[src/hdl/crb_pkg.sv]
// shared types, codes and constants of the clipped rectangle blit engine
// no dependencies; used by every other file of the block

package crb_pkg;

  localparam int MAX_SIDE  = 2048;
  localparam int SIDE_W    = 12;
  localparam int ADDR_W    = 22;
  localparam int PIX_W     = 32;
  localparam int ALPHA_LSB = 24;
  localparam int CLIP_W    = 16;   // signed working width of the clipping math
  localparam int PROD_W    = 2 * SIDE_W;
  localparam int CFG_IDX_W = 2;

  typedef enum logic {
    FUNC_START = 1'b0,
    FUNC_BEAT  = 1'b1
  } func_e;

  typedef enum logic [1:0] {
    OP_FILL    = 2'd0,
    OP_COPY    = 2'd1,
    OP_COMBINE = 2'd2,
    OP_MASK    = 2'd3
  } op_e;

  typedef enum logic [1:0] {
    KIND_START     = 2'd0,
    KIND_PIXEL     = 2'd1,
    KIND_IDLE_BEAT = 2'd2
  } kind_e;

  typedef enum logic [CFG_IDX_W-1:0] {
    CFG_DEST_COLS   = 2'd0,
    CFG_DEST_ROWS   = 2'd1,
    CFG_SOURCE_COLS = 2'd2,
    CFG_SOURCE_ROWS = 2'd3
  } cfg_idx_e;

  typedef struct packed {
    func_e                     func;
    op_e                       operation;
    logic signed [SIDE_W-1:0]  dest_left;
    logic signed [SIDE_W-1:0]  dest_top;
    logic signed [SIDE_W-1:0]  source_left;
    logic signed [SIDE_W-1:0]  source_top;
    logic [SIDE_W-1:0]         rect_cols;
    logic [SIDE_W-1:0]         rect_rows;
    logic [PIX_W-1:0]          fill_color;
    logic [PIX_W-1:0]          source_pixel;
    logic [PIX_W-1:0]          backdrop_pixel;
  } req_t;

  typedef struct packed {
    kind_e             kind;
    logic              accepted;
    logic [SIDE_W-1:0] clipped_cols;
    logic [SIDE_W-1:0] clipped_rows;
    logic [ADDR_W-1:0] dest_address;
    logic [ADDR_W-1:0] source_address;
    logic [PIX_W-1:0]  out_pixel;
    logic              last;
  } rsp_t;

  typedef struct packed {
    logic [SIDE_W-1:0] dest_cols;
    logic [SIDE_W-1:0] dest_rows;
    logic [SIDE_W-1:0] source_cols;
    logic [SIDE_W-1:0] source_rows;
  } cfg_t;

  // clipped start geometry handed from the clipper to the raster walker
  typedef struct packed {
    logic              ok;
    logic [SIDE_W-1:0] cols;
    logic [SIDE_W-1:0] rows;
    logic [ADDR_W-1:0] dest_index;
    logic [ADDR_W-1:0] source_index;
  } start_t;

endpackage

[src/hdl/crb_ifs.sv]
// valid/ready channel interfaces of the blit engine: request, result, config
// depends on crb_pkg for field widths

interface crb_req_if;
  logic                                valid;
  logic                                ready;
  logic                                func;
  logic [1:0]                          operation;
  logic signed [crb_pkg::SIDE_W-1:0]   dest_left;
  logic signed [crb_pkg::SIDE_W-1:0]   dest_top;
  logic signed [crb_pkg::SIDE_W-1:0]   source_left;
  logic signed [crb_pkg::SIDE_W-1:0]   source_top;
  logic [crb_pkg::SIDE_W-1:0]          rect_cols;
  logic [crb_pkg::SIDE_W-1:0]          rect_rows;
  logic [crb_pkg::PIX_W-1:0]           fill_color;
  logic [crb_pkg::PIX_W-1:0]           source_pixel;
  logic [crb_pkg::PIX_W-1:0]           backdrop_pixel;

  modport source (
    output valid, func, operation, dest_left, dest_top, source_left, source_top,
           rect_cols, rect_rows, fill_color, source_pixel, backdrop_pixel,
    input  ready
  );
  modport sink (
    input  valid, func, operation, dest_left, dest_top, source_left, source_top,
           rect_cols, rect_rows, fill_color, source_pixel, backdrop_pixel,
    output ready
  );
endinterface

interface crb_rsp_if;
  logic                         valid;
  logic                         ready;
  logic [1:0]                   kind;
  logic                         accepted;
  logic [crb_pkg::SIDE_W-1:0]   clipped_cols;
  logic [crb_pkg::SIDE_W-1:0]   clipped_rows;
  logic [crb_pkg::ADDR_W-1:0]   dest_address;
  logic [crb_pkg::ADDR_W-1:0]   source_address;
  logic [crb_pkg::PIX_W-1:0]    out_pixel;
  logic                         last;

  modport source (
    output valid, kind, accepted, clipped_cols, clipped_rows, dest_address,
           source_address, out_pixel, last,
    input  ready
  );
  modport sink (
    input  valid, kind, accepted, clipped_cols, clipped_rows, dest_address,
           source_address, out_pixel, last,
    output ready
  );
endinterface

interface crb_cfg_if;
  logic                            valid;
  logic                            ready;
  logic [crb_pkg::CFG_IDX_W-1:0]   index;
  logic [crb_pkg::SIDE_W-1:0]      data;

  modport source (output valid, index, data, input ready);
  modport sink   (input valid, index, data, output ready);
endinterface

[src/hdl/clipped_rect_blit_engine_unit.sv]
// top level of the clipped rectangle blit engine
// depends on crb_pkg, crb_ifs, crb_cfg, crb_clip and crb_raster

// usage:
// - cfg channel writes the destination and source bitmap sizes (index 0..3:
//   dest cols, dest rows, source cols, source rows); values above 2048 are held
//   at 2048; always ready; write only while no request is in flight
// - req channel carries start requests (func 0) and pixel beats (func 1)
// - rsp channel returns exactly one response per request, in order:
//   a start report, a pixel write with addresses and last flag, or an
//   idle-beat marker when no operation is running
// - a start request clips the rectangle and computes the first pixel indices
//   (one 12x12 multiply per bitmap); a beat steps the raster addresses
// - path: a request goes through the input register, then the result register
// - throughput: one request per cycle while rsp is not stalled; the raster
//   state steps between input register and result register
// - rsp stall: the result register holds, the input register takes one more
//   request only if it is empty, then req ready drops until the stall clears
// - reset: sizes return to 128, engine idle, both pipeline registers empty

module clipped_rect_blit_engine_unit (
  input  logic         clk_i,
  input  logic         rst_ni,
  crb_req_if.sink      req,
  crb_rsp_if.source    rsp,
  crb_cfg_if.sink      cfg
);
  import crb_pkg::*;

  req_t   req_in;
  req_t   req_q;
  logic   req_valid_q;
  rsp_t   rsp_d, rsp_q;
  logic   rsp_valid_q;
  logic   advance;
  cfg_t   cfg_now;
  start_t start;

  // configuration registers
  assign cfg.ready = 1'b1;

  crb_cfg u_cfg (
    .clk_i   (clk_i),
    .rst_ni  (rst_ni),
    .we_i    (cfg.valid),
    .index_i (cfg.index),
    .data_i  (cfg.data),
    .cfg_o   (cfg_now)
  );

  // gather the request fields
  always_comb begin
    req_in.func           = func_e'(req.func);
    req_in.operation      = op_e'(req.operation);
    req_in.dest_left      = req.dest_left;
    req_in.dest_top       = req.dest_top;
    req_in.source_left    = req.source_left;
    req_in.source_top     = req.source_top;
    req_in.rect_cols      = req.rect_cols;
    req_in.rect_rows      = req.rect_rows;
    req_in.fill_color     = req.fill_color;
    req_in.source_pixel   = req.source_pixel;
    req_in.backdrop_pixel = req.backdrop_pixel;
  end

  // move the held request into the result register when it is free
  assign advance   = req_valid_q && (!rsp_valid_q || rsp.ready);
  assign req.ready = !req_valid_q || advance;

  always_ff @(posedge clk_i or negedge rst_ni) begin
    if (!rst_ni) begin
      req_valid_q <= 1'b0;
    end else if (req.ready) begin
      req_valid_q <= req.valid;
    end
  end

  always_ff @(posedge clk_i) begin
    if (req.valid && req.ready) begin
      req_q <= req_in;
    end
  end

  // start geometry and raster stepping between the two registers
  crb_clip u_clip (
    .req_i   (req_q),
    .cfg_i   (cfg_now),
    .start_o (start)
  );

  crb_raster u_raster (
    .clk_i   (clk_i),
    .rst_ni  (rst_ni),
    .step_i  (advance),
    .req_i   (req_q),
    .start_i (start),
    .cfg_i   (cfg_now),
    .rsp_o   (rsp_d)
  );

  // result register
  always_ff @(posedge clk_i or negedge rst_ni) begin
    if (!rst_ni) begin
      rsp_valid_q <= 1'b0;
    end else if (advance) begin
      rsp_valid_q <= 1'b1;
    end else if (rsp.ready) begin
      rsp_valid_q <= 1'b0;
    end
  end

  always_ff @(posedge clk_i) begin
    if (advance) begin
      rsp_q <= rsp_d;
    end
  end

  assign rsp.valid          = rsp_valid_q;
  assign rsp.kind           = rsp_q.kind;
  assign rsp.accepted       = rsp_q.accepted;
  assign rsp.clipped_cols   = rsp_q.clipped_cols;
  assign rsp.clipped_rows   = rsp_q.clipped_rows;
  assign rsp.dest_address   = rsp_q.dest_address;
  assign rsp.source_address = rsp_q.source_address;
  assign rsp.out_pixel      = rsp_q.out_pixel;
  assign rsp.last           = rsp_q.last;

`ifndef SYNTHESIS
  a_advance_fills_rsp: assert property (@(posedge clk_i) disable iff (!rst_ni)
    advance |=> rsp_valid_q)
    else $error("request advanced but no response registered");

  a_accepted_nonempty: assert property (@(posedge clk_i) disable iff (!rst_ni)
    rsp_valid_q && (rsp_q.kind == KIND_START) && rsp_q.accepted
      |-> (rsp_q.clipped_cols != '0) && (rsp_q.clipped_rows != '0))
    else $error("accepted start with empty clipped size");

  a_rejected_zero: assert property (@(posedge clk_i) disable iff (!rst_ni)
    rsp_valid_q && (rsp_q.kind == KIND_START) && !rsp_q.accepted
      |-> (rsp_q.clipped_cols == '0) && (rsp_q.clipped_rows == '0))
    else $error("rejected start reports a nonzero size");
`endif

endmodule

[src/hdl/crb_cfg.sv]
// bitmap size registers with clamping to the largest side
// depends on crb_pkg

module crb_cfg (
  input  logic             clk_i,
  input  logic             rst_ni,
  input  logic             we_i,
  input  logic [crb_pkg::CFG_IDX_W-1:0] index_i,
  input  logic [crb_pkg::SIDE_W-1:0]    data_i,
  output crb_pkg::cfg_t    cfg_o
);
  import crb_pkg::*;

  localparam logic [SIDE_W-1:0] SIDE_MAX   = SIDE_W'(MAX_SIDE);
  localparam logic [SIDE_W-1:0] SIDE_RESET = SIDE_W'(128);

  cfg_t              cfg_q, cfg_d;
  logic [SIDE_W-1:0] value;

  always_comb begin
    value = (data_i > SIDE_MAX) ? SIDE_MAX : data_i;
    cfg_d = cfg_q;
    if (we_i) begin
      unique case (cfg_idx_e'(index_i))
        CFG_DEST_COLS:   cfg_d.dest_cols   = value;
        CFG_DEST_ROWS:   cfg_d.dest_rows   = value;
        CFG_SOURCE_COLS: cfg_d.source_cols = value;
        CFG_SOURCE_ROWS: cfg_d.source_rows = value;
        default:         cfg_d = cfg_q;
      endcase
    end
  end

  always_ff @(posedge clk_i or negedge rst_ni) begin
    if (!rst_ni) begin
      cfg_q <= '{dest_cols: SIDE_RESET, dest_rows: SIDE_RESET,
                 source_cols: SIDE_RESET, source_rows: SIDE_RESET};
    end else begin
      cfg_q <= cfg_d;
    end
  end

  assign cfg_o = cfg_q;

endmodule

[src/hdl/crb_clip.sv]
// start geometry: clip against source then destination, first pixel indices
// depends on crb_pkg

module crb_clip (
  input  crb_pkg::req_t   req_i,
  input  crb_pkg::cfg_t   cfg_i,
  output crb_pkg::start_t start_o
);
  import crb_pkg::*;

  typedef struct packed {
    logic                     ok;
    logic signed [CLIP_W-1:0] p;
    logic signed [CLIP_W-1:0] q;
    logic signed [CLIP_W-1:0] w;
  } axis_t;

  // one axis: p is the origin being clipped, q the partner origin
  function automatic axis_t clip_axis(input logic signed [CLIP_W-1:0] lim,
                                      input logic signed [CLIP_W-1:0] p,
                                      input logic signed [CLIP_W-1:0] q,
                                      input logic signed [CLIP_W-1:0] w);
    axis_t r;
    r.ok = !(((p + w) < 0) || (p >= lim));
    r.p  = p;
    r.q  = q;
    r.w  = w;
    if (p < 0) begin
      r.w = w + p;
      r.q = q - p;
      r.p = '0;
    end
    if ((r.p + r.w) > lim) begin
      r.w = lim - r.p;
    end
    return r;
  endfunction

  function automatic logic signed [CLIP_W-1:0] sext(input logic [SIDE_W-1:0] v);
    return {{(CLIP_W-SIDE_W){v[SIDE_W-1]}}, v};
  endfunction

  function automatic logic signed [CLIP_W-1:0] zext(input logic [SIDE_W-1:0] v);
    return {{(CLIP_W-SIDE_W){1'b0}}, v};
  endfunction

  logic                     is_fill;
  axis_t                    src_x, src_y, dst_x, dst_y;
  logic signed [CLIP_W-1:0] dp_x, dp_y, dq_x, dq_y, dw_x, dw_y;
  logic [PROD_W-1:0]        dest_prod, source_prod;

  always_comb begin
    is_fill = (req_i.operation == OP_FILL);

    src_x = clip_axis(zext(cfg_i.source_cols), sext(req_i.source_left),
                      sext(req_i.dest_left), zext(req_i.rect_cols));
    src_y = clip_axis(zext(cfg_i.source_rows), sext(req_i.source_top),
                      sext(req_i.dest_top), zext(req_i.rect_rows));

    // fill skips the source clip and has no source origin
    dp_x = is_fill ? sext(req_i.dest_left) : src_x.q;
    dp_y = is_fill ? sext(req_i.dest_top)  : src_y.q;
    dq_x = is_fill ? '0 : src_x.p;
    dq_y = is_fill ? '0 : src_y.p;
    dw_x = is_fill ? zext(req_i.rect_cols) : src_x.w;
    dw_y = is_fill ? zext(req_i.rect_rows) : src_y.w;

    dst_x = clip_axis(zext(cfg_i.dest_cols), dp_x, dq_x, dw_x);
    dst_y = clip_axis(zext(cfg_i.dest_rows), dp_y, dq_y, dw_y);

    start_o.ok = (is_fill || (src_x.ok && src_y.ok)) && dst_x.ok && dst_y.ok
                 && (dst_x.w > 0) && (dst_y.w > 0);
    start_o.cols = dst_x.w[SIDE_W-1:0];
    start_o.rows = dst_y.w[SIDE_W-1:0];

    // clipped origins are non-negative and below 4096 when ok
    dest_prod   = PROD_W'(dst_y.p[SIDE_W-1:0]) * PROD_W'(cfg_i.dest_cols);
    source_prod = PROD_W'(dst_y.q[SIDE_W-1:0]) * PROD_W'(cfg_i.source_cols);
    start_o.dest_index = ADDR_W'(dest_prod + PROD_W'(dst_x.p[SIDE_W-1:0]));
    start_o.source_index = is_fill ? '0
                         : ADDR_W'(source_prod + PROD_W'(dst_x.q[SIDE_W-1:0]));
  end

endmodule

[src/hdl/crb_raster.sv]
// raster walker: operation state, pixel combine and address stepping
// depends on crb_pkg; takes the clipped start geometry from crb_clip

module crb_raster (
  input  logic            clk_i,
  input  logic            rst_ni,
  input  logic            step_i,
  input  crb_pkg::req_t   req_i,
  input  crb_pkg::start_t start_i,
  input  crb_pkg::cfg_t   cfg_i,
  output crb_pkg::rsp_t   rsp_o
);
  import crb_pkg::*;

  logic              active_q, active_d;
  op_e               op_q, op_d;
  logic [PIX_W-1:0]  color_q, color_d;
  logic [SIDE_W-1:0] span_cols_q, span_cols_d, span_rows_q, span_rows_d;
  logic [SIDE_W-1:0] col_q, col_d, row_q, row_d;
  logic [ADDR_W-1:0] dest_q, dest_d, src_q, src_d;

  logic [SIDE_W:0]   col_inc, row_inc;
  logic              wrap, last;
  logic [PIX_W-1:0]  pix;
  logic [PIX_W-1:0]  src_pix, bg_pix;

  always_comb begin
    src_pix = req_i.source_pixel;
    bg_pix  = req_i.backdrop_pixel;
    case (op_q)
      OP_FILL:    pix = color_q;
      OP_COPY:    pix = src_pix;
      OP_COMBINE: pix = (src_pix[PIX_W-1:ALPHA_LSB] != '0) ? src_pix : bg_pix;
      OP_MASK:    pix = {bg_pix[PIX_W-1:ALPHA_LSB], src_pix[ALPHA_LSB-1:0]};
      default:    pix = src_pix;
    endcase

    col_inc = {1'b0, col_q} + 1'b1;
    row_inc = {1'b0, row_q} + 1'b1;
    wrap    = (col_inc >= {1'b0, span_cols_q});
    last    = wrap && (row_inc >= {1'b0, span_rows_q});

    active_d    = active_q;
    op_d        = op_q;
    color_d     = color_q;
    span_cols_d = span_cols_q;
    span_rows_d = span_rows_q;
    col_d       = col_q;
    row_d       = row_q;
    dest_d      = dest_q;
    src_d       = src_q;

    rsp_o      = '0;
    rsp_o.kind = KIND_IDLE_BEAT;

    if (req_i.func == FUNC_START) begin
      rsp_o.kind = KIND_START;
      active_d   = start_i.ok;
      if (start_i.ok) begin
        rsp_o.accepted     = 1'b1;
        rsp_o.clipped_cols = start_i.cols;
        rsp_o.clipped_rows = start_i.rows;
        op_d        = req_i.operation;
        color_d     = req_i.fill_color;
        span_cols_d = start_i.cols;
        span_rows_d = start_i.rows;
        col_d       = '0;
        row_d       = '0;
        dest_d      = start_i.dest_index;
        src_d       = start_i.source_index;
      end
    end else if (active_q) begin
      rsp_o.kind           = KIND_PIXEL;
      rsp_o.dest_address   = dest_q;
      rsp_o.source_address = (op_q == OP_FILL) ? '0 : src_q;
      rsp_o.out_pixel      = pix;
      rsp_o.last           = last;

      // row wrap skips the stride remainder on the destination, and on the source unless filling
      col_d  = wrap ? '0 : col_inc[SIDE_W-1:0];
      row_d  = wrap ? row_inc[SIDE_W-1:0] : row_q;
      dest_d = dest_q + ADDR_W'(1)
             + (wrap ? (ADDR_W'(cfg_i.dest_cols) - ADDR_W'(span_cols_q)) : '0);
      if (op_q != OP_FILL) begin
        src_d = src_q + ADDR_W'(1)
              + (wrap ? (ADDR_W'(cfg_i.source_cols) - ADDR_W'(span_cols_q)) : '0);
      end
      if (last) begin
        active_d = 1'b0;
      end
    end
  end

  always_ff @(posedge clk_i or negedge rst_ni) begin
    if (!rst_ni) begin
      active_q    <= 1'b0;
      op_q        <= OP_FILL;
      span_cols_q <= '0;
      span_rows_q <= '0;
      col_q       <= '0;
      row_q       <= '0;
      dest_q      <= '0;
      src_q       <= '0;
    end else if (step_i) begin
      active_q    <= active_d;
      op_q        <= op_d;
      span_cols_q <= span_cols_d;
      span_rows_q <= span_rows_d;
      col_q       <= col_d;
      row_q       <= row_d;
      dest_q      <= dest_d;
      src_q       <= src_d;
    end
  end

  always_ff @(posedge clk_i) begin
    if (step_i) begin
      color_q <= color_d;
    end
  end

`ifndef SYNTHESIS
  a_counts_in_span: assert property (@(posedge clk_i) disable iff (!rst_ni)
    active_q |-> (col_q < span_cols_q) && (row_q < span_rows_q))
    else $error("raster counters outside the clipped span");

  a_last_ends_op: assert property (@(posedge clk_i) disable iff (!rst_ni)
    step_i && (rsp_o.kind == KIND_PIXEL) && rsp_o.last |=> !active_q)
    else $error("engine still active after last pixel");
`endif

endmodule

[src/flat_wrapper.sv]
// flat-port wrapper written by rule: the top's interface ports become plain ports
module clipped_rect_blit_engine_unit_flat import crb_pkg::*;
  (clk_i, rst_ni, req_valid, req_func, req_operation, req_dest_left, req_dest_top, req_source_left, req_source_top, req_rect_cols, req_rect_rows, req_fill_color, req_source_pixel, req_backdrop_pixel, req_ready, rsp_valid, rsp_kind, rsp_accepted, rsp_clipped_cols, rsp_clipped_rows, rsp_dest_address, rsp_source_address, rsp_out_pixel, rsp_last, rsp_ready, cfg_valid, cfg_index, cfg_data, cfg_ready);
  crb_req_if req_i ();
  crb_rsp_if rsp_i ();
  crb_cfg_if cfg_i ();
  input  logic clk_i;
  input  logic rst_ni;
  input wire logic [$bits(req_i.valid)-1:0] req_valid;
  input wire logic [$bits(req_i.func)-1:0] req_func;
  input wire logic [$bits(req_i.operation)-1:0] req_operation;
  input wire logic [$bits(req_i.dest_left)-1:0] req_dest_left;
  input wire logic [$bits(req_i.dest_top)-1:0] req_dest_top;
  input wire logic [$bits(req_i.source_left)-1:0] req_source_left;
  input wire logic [$bits(req_i.source_top)-1:0] req_source_top;
  input wire logic [$bits(req_i.rect_cols)-1:0] req_rect_cols;
  input wire logic [$bits(req_i.rect_rows)-1:0] req_rect_rows;
  input wire logic [$bits(req_i.fill_color)-1:0] req_fill_color;
  input wire logic [$bits(req_i.source_pixel)-1:0] req_source_pixel;
  input wire logic [$bits(req_i.backdrop_pixel)-1:0] req_backdrop_pixel;
  output wire logic [$bits(req_i.ready)-1:0] req_ready;
  output wire logic [$bits(rsp_i.valid)-1:0] rsp_valid;
  output wire logic [$bits(rsp_i.kind)-1:0] rsp_kind;
  output wire logic [$bits(rsp_i.accepted)-1:0] rsp_accepted;
  output wire logic [$bits(rsp_i.clipped_cols)-1:0] rsp_clipped_cols;
  output wire logic [$bits(rsp_i.clipped_rows)-1:0] rsp_clipped_rows;
  output wire logic [$bits(rsp_i.dest_address)-1:0] rsp_dest_address;
  output wire logic [$bits(rsp_i.source_address)-1:0] rsp_source_address;
  output wire logic [$bits(rsp_i.out_pixel)-1:0] rsp_out_pixel;
  output wire logic [$bits(rsp_i.last)-1:0] rsp_last;
  input wire logic [$bits(rsp_i.ready)-1:0] rsp_ready;
  input wire logic [$bits(cfg_i.valid)-1:0] cfg_valid;
  input wire logic [$bits(cfg_i.index)-1:0] cfg_index;
  input wire logic [$bits(cfg_i.data)-1:0] cfg_data;
  output wire logic [$bits(cfg_i.ready)-1:0] cfg_ready;
  assign req_i.valid = req_valid;
  assign req_i.func = req_func;
  assign req_i.operation = req_operation;
  assign req_i.dest_left = req_dest_left;
  assign req_i.dest_top = req_dest_top;
  assign req_i.source_left = req_source_left;
  assign req_i.source_top = req_source_top;
  assign req_i.rect_cols = req_rect_cols;
  assign req_i.rect_rows = req_rect_rows;
  assign req_i.fill_color = req_fill_color;
  assign req_i.source_pixel = req_source_pixel;
  assign req_i.backdrop_pixel = req_backdrop_pixel;
  assign req_ready = req_i.ready;
  assign rsp_valid = rsp_i.valid;
  assign rsp_kind = rsp_i.kind;
  assign rsp_accepted = rsp_i.accepted;
  assign rsp_clipped_cols = rsp_i.clipped_cols;
  assign rsp_clipped_rows = rsp_i.clipped_rows;
  assign rsp_dest_address = rsp_i.dest_address;
  assign rsp_source_address = rsp_i.source_address;
  assign rsp_out_pixel = rsp_i.out_pixel;
  assign rsp_last = rsp_i.last;
  assign rsp_i.ready = rsp_ready;
  assign cfg_i.valid = cfg_valid;
  assign cfg_i.index = cfg_index;
  assign cfg_i.data = cfg_data;
  assign cfg_ready = cfg_i.ready;
  clipped_rect_blit_engine_unit u_core (.clk_i(clk_i), .rst_ni(rst_ni), .req(req_i), .rsp(rsp_i), .cfg(cfg_i));
endmodule
[config.mk]
export PLATFORM = sky130hd
export DESIGN_NAME = clipped_rect_blit_engine_unit_flat
export DESIGN_NICKNAME = d
export VERILOG_FILES = /design/src/hdl/crb_pkg.sv /design/src/hdl/crb_ifs.sv /design/src/hdl/clipped_rect_blit_engine_unit.sv /design/src/hdl/crb_cfg.sv /design/src/hdl/crb_clip.sv /design/src/hdl/crb_raster.sv /design/src/flat_wrapper.sv
export SDC_FILE = /design/constraint.sdc
export NUM_CORES = 2
export LEC_CHECK = 0
export BUFFER_PORTS_ARGS = -buffer_cell sky130_fd_sc_hd__buf_4
export CORE_ASPECT_RATIO = 2
export CORE_MARGIN = 2
export CORE_UTILIZATION = 35
export DETAILED_ROUTE_END_ITERATION = 7
export GPL_TIMING_DRIVEN = 1
export PLACE_DENSITY = 0.51
export SYNTH_ARGS = -nofsm -noshare
export SYNTH_HDL_FRONTEND = slang
export SYNTH_HIERARCHICAL = 1
export SYNTH_SLANG_ARGS = --single-unit
[constraint.sdc]
create_clock -name clk_i -period 18.9 [get_ports clk_i]
set_clock_uncertainty 0.2 [all_clocks]
set_input_delay 0 -clock clk_i [delete_from_list [all_inputs] [get_ports clk_i]]
set_output_delay 0 -clock clk_i [all_outputs]
set_load 0.01 [all_outputs]
* Yosys cells after proc, flatten, opt, wreduce, memory -nomap -nowiden
Cells that the tools add are included.
W data, S select, Z words.
** Word-level totals
- Bits in registers :: 452
- Bits of input ports :: 190
- Output and inout port bits :: 107
** Operators by class
- Add/subtract/negate cells :: 30
- Multipliers :: 2
- $lt $le $gt $ge :: 21
- Equality and inequality tests :: 9
- Mux-type cells :: 41
- Bitwise operators :: 3
- Reduce and logical (&&, ||, !) cells :: 39
** Operators with widths (number)
- $mux W22 :: 10
- $mux W48 :: 4
- $mux W16 :: 10
- $pmux W32 S4 :: 1
- $add A16 B16 Y16 :: 6
- $mux W12 :: 8
- $gt A16 B13 Y1 :: 4
- $sub A13 B16 Y16 :: 4
- $sub A12 B12 Y13 :: 4
- $add A22 B1 Y22 const B :: 2
- $add A22 B12 Y22 :: 2
- $add A22 B22 Y22 :: 2
- $mul A12 B12 Y22 :: 2
- $add A16 B16 Y17 :: 2
- $lt A17 B1 Y1 const B :: 2
- $ge A16 B13 Y1 :: 2
- $gt A16 B1 Y1 const B :: 2
- $lt A16 B1 Y1 const B :: 2
- $mux W32 :: 1
- $sub A16 B16 Y16 :: 2
- $add A12 B13 Y14 :: 2
- $add A13 B12 Y14 :: 2
- $lt A14 B1 Y1 const B :: 2
- $add A12 B1 Y13 const B :: 2
- other kinds (22) :: 65

* Longest topological paths before layout
- Depth after elaboration :: 16
- Depth in mapped cells :: 63

* By module
Netlist, hierarchy kept.
** Modules (own cells, without submodules)
- crb_clip :: times used 1, cells each 3080, area each 23012.1 sq um, sequential area each 0.0 sq um
- crb_raster :: times used 1, cells each 1232, area each 10332.4 sq um, sequential area each 3338.2 sq um
- clipped_rect_blit_engine_unit :: times used 1, cells each 285, area each 8373.0 sq um, sequential area each 8308.0 sq um
- crb_cfg :: times used 1, cells each 116, area each 1969.4 sq um, sequential area each 1206.2 sq um

* Worst setup path after synthesis
No wires, ideal clock.
- Path kind :: register to register
- From :: register u_core/req_q[96] in the netlist's numbering
- To :: register u_core.u_raster.color_q[0], enable pin
- Library setup time :: 0.406 ns
- Data arrival time :: 11.998 ns
- Required time :: 18.294 ns
- Slack :: 6.296 ns
- Cell stages (with the launch flop) :: 56
- Buffers on the path :: 5
- Period minus slack after synthesis :: 12.604 ns
- Path through :: edfxtp_1 > ha_1 > inv_1 > fa_1 > nor2b_1 > o31a_1 > o31a_1 > o21ai_0 > nor2b_1 > xnor2_1 > mux2_2 > ha_1 > a21oi_1 > nand2_1 > o2bb2ai_1 > o21ai_0 > xnor2_1 > ha_1 > (+20 left out) > a31oi_1 > xnor2_1 > ha_1 > nand4_1 > nor3_1 > a21oi_1 > o21ai_0 > a41oi_1 > nor4_1 > a21o_1 > or4_1 > a221oi_2 > nor2b_1 > buf_2 > nand2_1 > inv_1 > clkbuf_1 > clkbuf_1
** RTL lines
- start: declaration :: RTL line clipped_rect_blit_engine_unit.sv:31 : req_t req_q;
- start signal: assignment :: RTL line clipped_rect_blit_engine_unit.sv:80 : req_q <= req_in;
- end signal: assignment :: RTL line crb_raster.sv:118 : color_q <= color_d;
- end: declaration :: RTL line crb_raster.sv:17 : logic [PIX_W-1:0] color_q, color_d;

==> results.toml <==
[clock_tree]
post-cts-setup-buffers = 0
root_buffer = "clkbuf_16"
clock_latency_ns = 0.67
tritoncts = "done"
cts_hold_buffers = 369
numCtsBuffers = 49
cts_resized = 0
htree_num_levels = 2
cts_buffer_depth = 3
cts.sink_count = 452
clkSlewWorstSetupHoldPaths_ns = 0.07

[global_routing]
gr-total-overflow = 0
grt_util_met2_pct = 45.29
grt-busiest-layer = "met2"
grt_pass1_wl_um = 226300
grt_pass1_vias = 38912
grt_max_degree = 68
globalRouteMet3Util_pct = 2.491
use_met1_pct = 23.54
grt_antenna_before_repair = 1
track_usage_pct = 23.39

[power]
p_total_mw = 6.060
ir_drop_v = 0.00009314
power_density_mw_per_mm2 = 113.8
p_leak_nw = 24.35

[min_path]
hold_path.class = "in2reg"
holdPathStages = 3
hold_path_end = "u_core/u_cfg/cfg_o[11]"
hp-start = "cfg_data[11]"

[critical_path]
crit_fanout = 28
crit_path_start_kind = "flop"
max_stage_delay_ns = 0.81
crit_top_cell = "ha_1"
critPathCaptureType = "flop"
reg2regPathDepth = 58
r2r_slack_ns = 3.73
r2r-end = "u_core/u_raster/src_q[18]"
path_class = "reg2reg"
cp_data_arrival_time_ns = 15.54
cp.required_ns = 19.27
slowest_stage = "o21ai_0"
rr_startpoint = "u_core/req_q[108]"

[place]
place_ws_ns = 3.935
place_inst = 6578
routabilityCongestion = 0.9614
port_buffers = 295
place_area_sq_mm = 0.04788
dp.final_hpwl_um = 120400

[synth]
synth_top_cell_by_area = "edfxtp_1"
ys_ff_latch = 452
syn_inst = 4713
synthArstFlopShare_pct = 32.08
synth_top_area_share_pct = 21.10
synth-seq-area-share_pct = 29.42
syn-cell-area_sq_mm = 0.04369
syn_nets = 5660
synth_ff_type = "edfxtp_1"
yosys_warnings = 6
ys_top_cells_by_area = "edfxtp_1 (21%), ha_1 (15%), fa_1 (11%)"
synth-edff-count = 307
synth_cell_types = 103
synth_area_per_cell_sq_um = 9.269

[floorplanning]
start_util_pct = 35.20
fp-row-count = 183
pin_count = 297
core_region_area_sq_mm = 0.1241
die_x_um = 253.8
die_h_um = 503.6
die-area_sq_mm = 0.1278

[detailed_routing]
drc = 0
drt-total-wl_um = 150700
detail_route.vias_per_cell = 5.261
first_pass_iters = 5
via_count = 37038
routedWlPerCell_um = 21.41
drt_iter0_drc = 1798
ant_nets = 0

[timing]
tightestPinTransition_ns = 1.263
layout_setup_ws_ns = 3.730
finalHoldViolations = 0
hold_slack_ns = 0.1583
slew_viol_final = 0
fmax_ghz = 0.06592
tns_ns = 0
fin_crit_sh_pct = 80.26
finalSetupViolations = 0
period_minus_slack_ns = 15.17
max_slew_margin_pct = 15.49
rsz0062_at_grt = "no"

[finish]
regArea_sq_mm = 0.01285
final_cell_area_sq_mm = 0.05324
drive_above_1_share_pct = 11.39
finalNonFillerCells = 7040
fillCellCount = 12387
postLayoutCoreUtil_pct = 42.90
final_nets = 6280
layout-area-overhead-vs-synth_pct = 21.87
multiInputGateArea_sq_mm = 0.02822
final_cell_mix = "nand2_1 (533), inv_1 (519), ha_1 (517)"
final_common_cell = "nand2_1"

[outcome]
status = "complete, no violations"

[flow_run]
drv_cap = 0
## registers in the layout, summed over array words and instances (netlist names)
name,count
u_core/req_q,171
u_core/u_cfg/cfg_o,48
u_core/rsp.out_pixel,32
u_core/u_raster/color_q,32
u_core/rsp.dest_address,22
u_core/rsp.source_address,22
u_core/u_raster/dest_q,22
u_core/u_raster/src_q,22
u_core/rsp.clipped_cols,12
u_core/rsp.clipped_rows,12
u_core/u_raster/col_q,12
u_core/u_raster/row_q,12
u_core/u_raster/span_cols_q,12
u_core/u_raster/span_rows_q,12
u_core/rsp.kind,2
u_core/u_raster/op_q,2
u_core/req_valid_q,1
u_core/rsp.accepted,1
u_core/rsp.last,1
u_core/rsp.valid,1
u_core/u_raster/active_q,1
## power by group
group	switching, mW	internal [mW]	leakage (nW)	total, mW
logic	2.22	1.50	18.8	3.72
clock network	0.448	0.561	0.798	1.01
registers	0.120	1.21	4.76	1.33
## synth_stat cells (10+ instances only)
library cell / number
o21a_1: 62
a21oi_1: 276
fa_1: 240
ha_1: 517
nor2_1: 290
buf_1: 17
a21o_1: 91
clkbuf_1: 126
nand3_1: 70
nor2b_1: 76
buf_2: 13
xnor2_1: 161
nand2b_1: 48
o211ai_1: 21
inv_1: 522
a21boi_0: 18
and2_1: 74
a31oi_1: 21
dfrtp_1: 141
and3_1: 74
a22oi_1: 13
mux2_4: 20
o21bai_1: 32
o21ai_0: 270
xor2_1: 69
o221ai_1: 28
o31ai_1: 21
nand2_1: 533
or2_2: 19
edfxtp_1: 307
o2111ai_1: 12
or4_1: 10
a211o_1: 10
nand4_1: 37
nor3_1: 90
or3_1: 47
a211oi_1: 53
mux2_2: 64
mux2i_1: 38
## kinds of logic after synthesis
group / count (synthesis) / share of synthesized area (%)
AND/OR/NAND/NOR: 1418 / 15.43
AO/OA/AOI/OAI: 1039 / 15.41
adder cells (fa/ha/maj): 757 / 25.80
buffers and inverters: 694 / 6.103
flip-flops: 452 / 29.42
XOR/XNOR: 230 / 4.611
multiplexers: 122 / 3.208
other: 1 / 0.008584
## cell type report
cell class	instances	area share, %
Inverter	530	3.737
Multi-Input combinational cell	3567	53.00
Sequential cell	452	24.14
Antenna cell	1	0.004700
Timing Repair Buffer	733	12.11
Clock buffer	66	2.517
Clock inverter	26	0.5805
Tap cell	1665	3.913
## metal layers
metal  vias up  routed length, um  part of all wire, %
met5         -                  0                    0
met4         0              10570                  7.0
met3       347               5485                  3.6
met2       974              80620                   53
met1     18049              54020                   36
li1      17668                  -                    -
## worst max path at each step
stage,from,slack (ns),to
finish,u_core/req_q[108],3.73,u_core/u_raster/src_q[18]
global placement,u_core/req_q[108],2.88,u_core/u_raster/src_q[19]
detailed placement,u_core/req_q[108],3.94,u_core/u_raster/src_q[18]
floorplan,u_core/req_q[96],6.30,u_core/u_raster/color_q[0]
global route,u_core/req_q[108],2.86,u_core/u_raster/src_q[18]
CTS,u_core/req_q[108],3.88,u_core/u_raster/src_q[18]
## worst max-delay path: cells and delay by family, from the launching register on
family / cells / cell delay [ns]
flops: 1 / 0.50
simple gates: 18 / 3.40
mux: 1 / 0.30
fa+ha+maj: 8 / 2.55
xor+xnor: 4 / 0.48
compound gates: 19 / 5.69
buf+inv: 8 / 1.85
No activity file was read; power rests on OpenSTA's default activity.
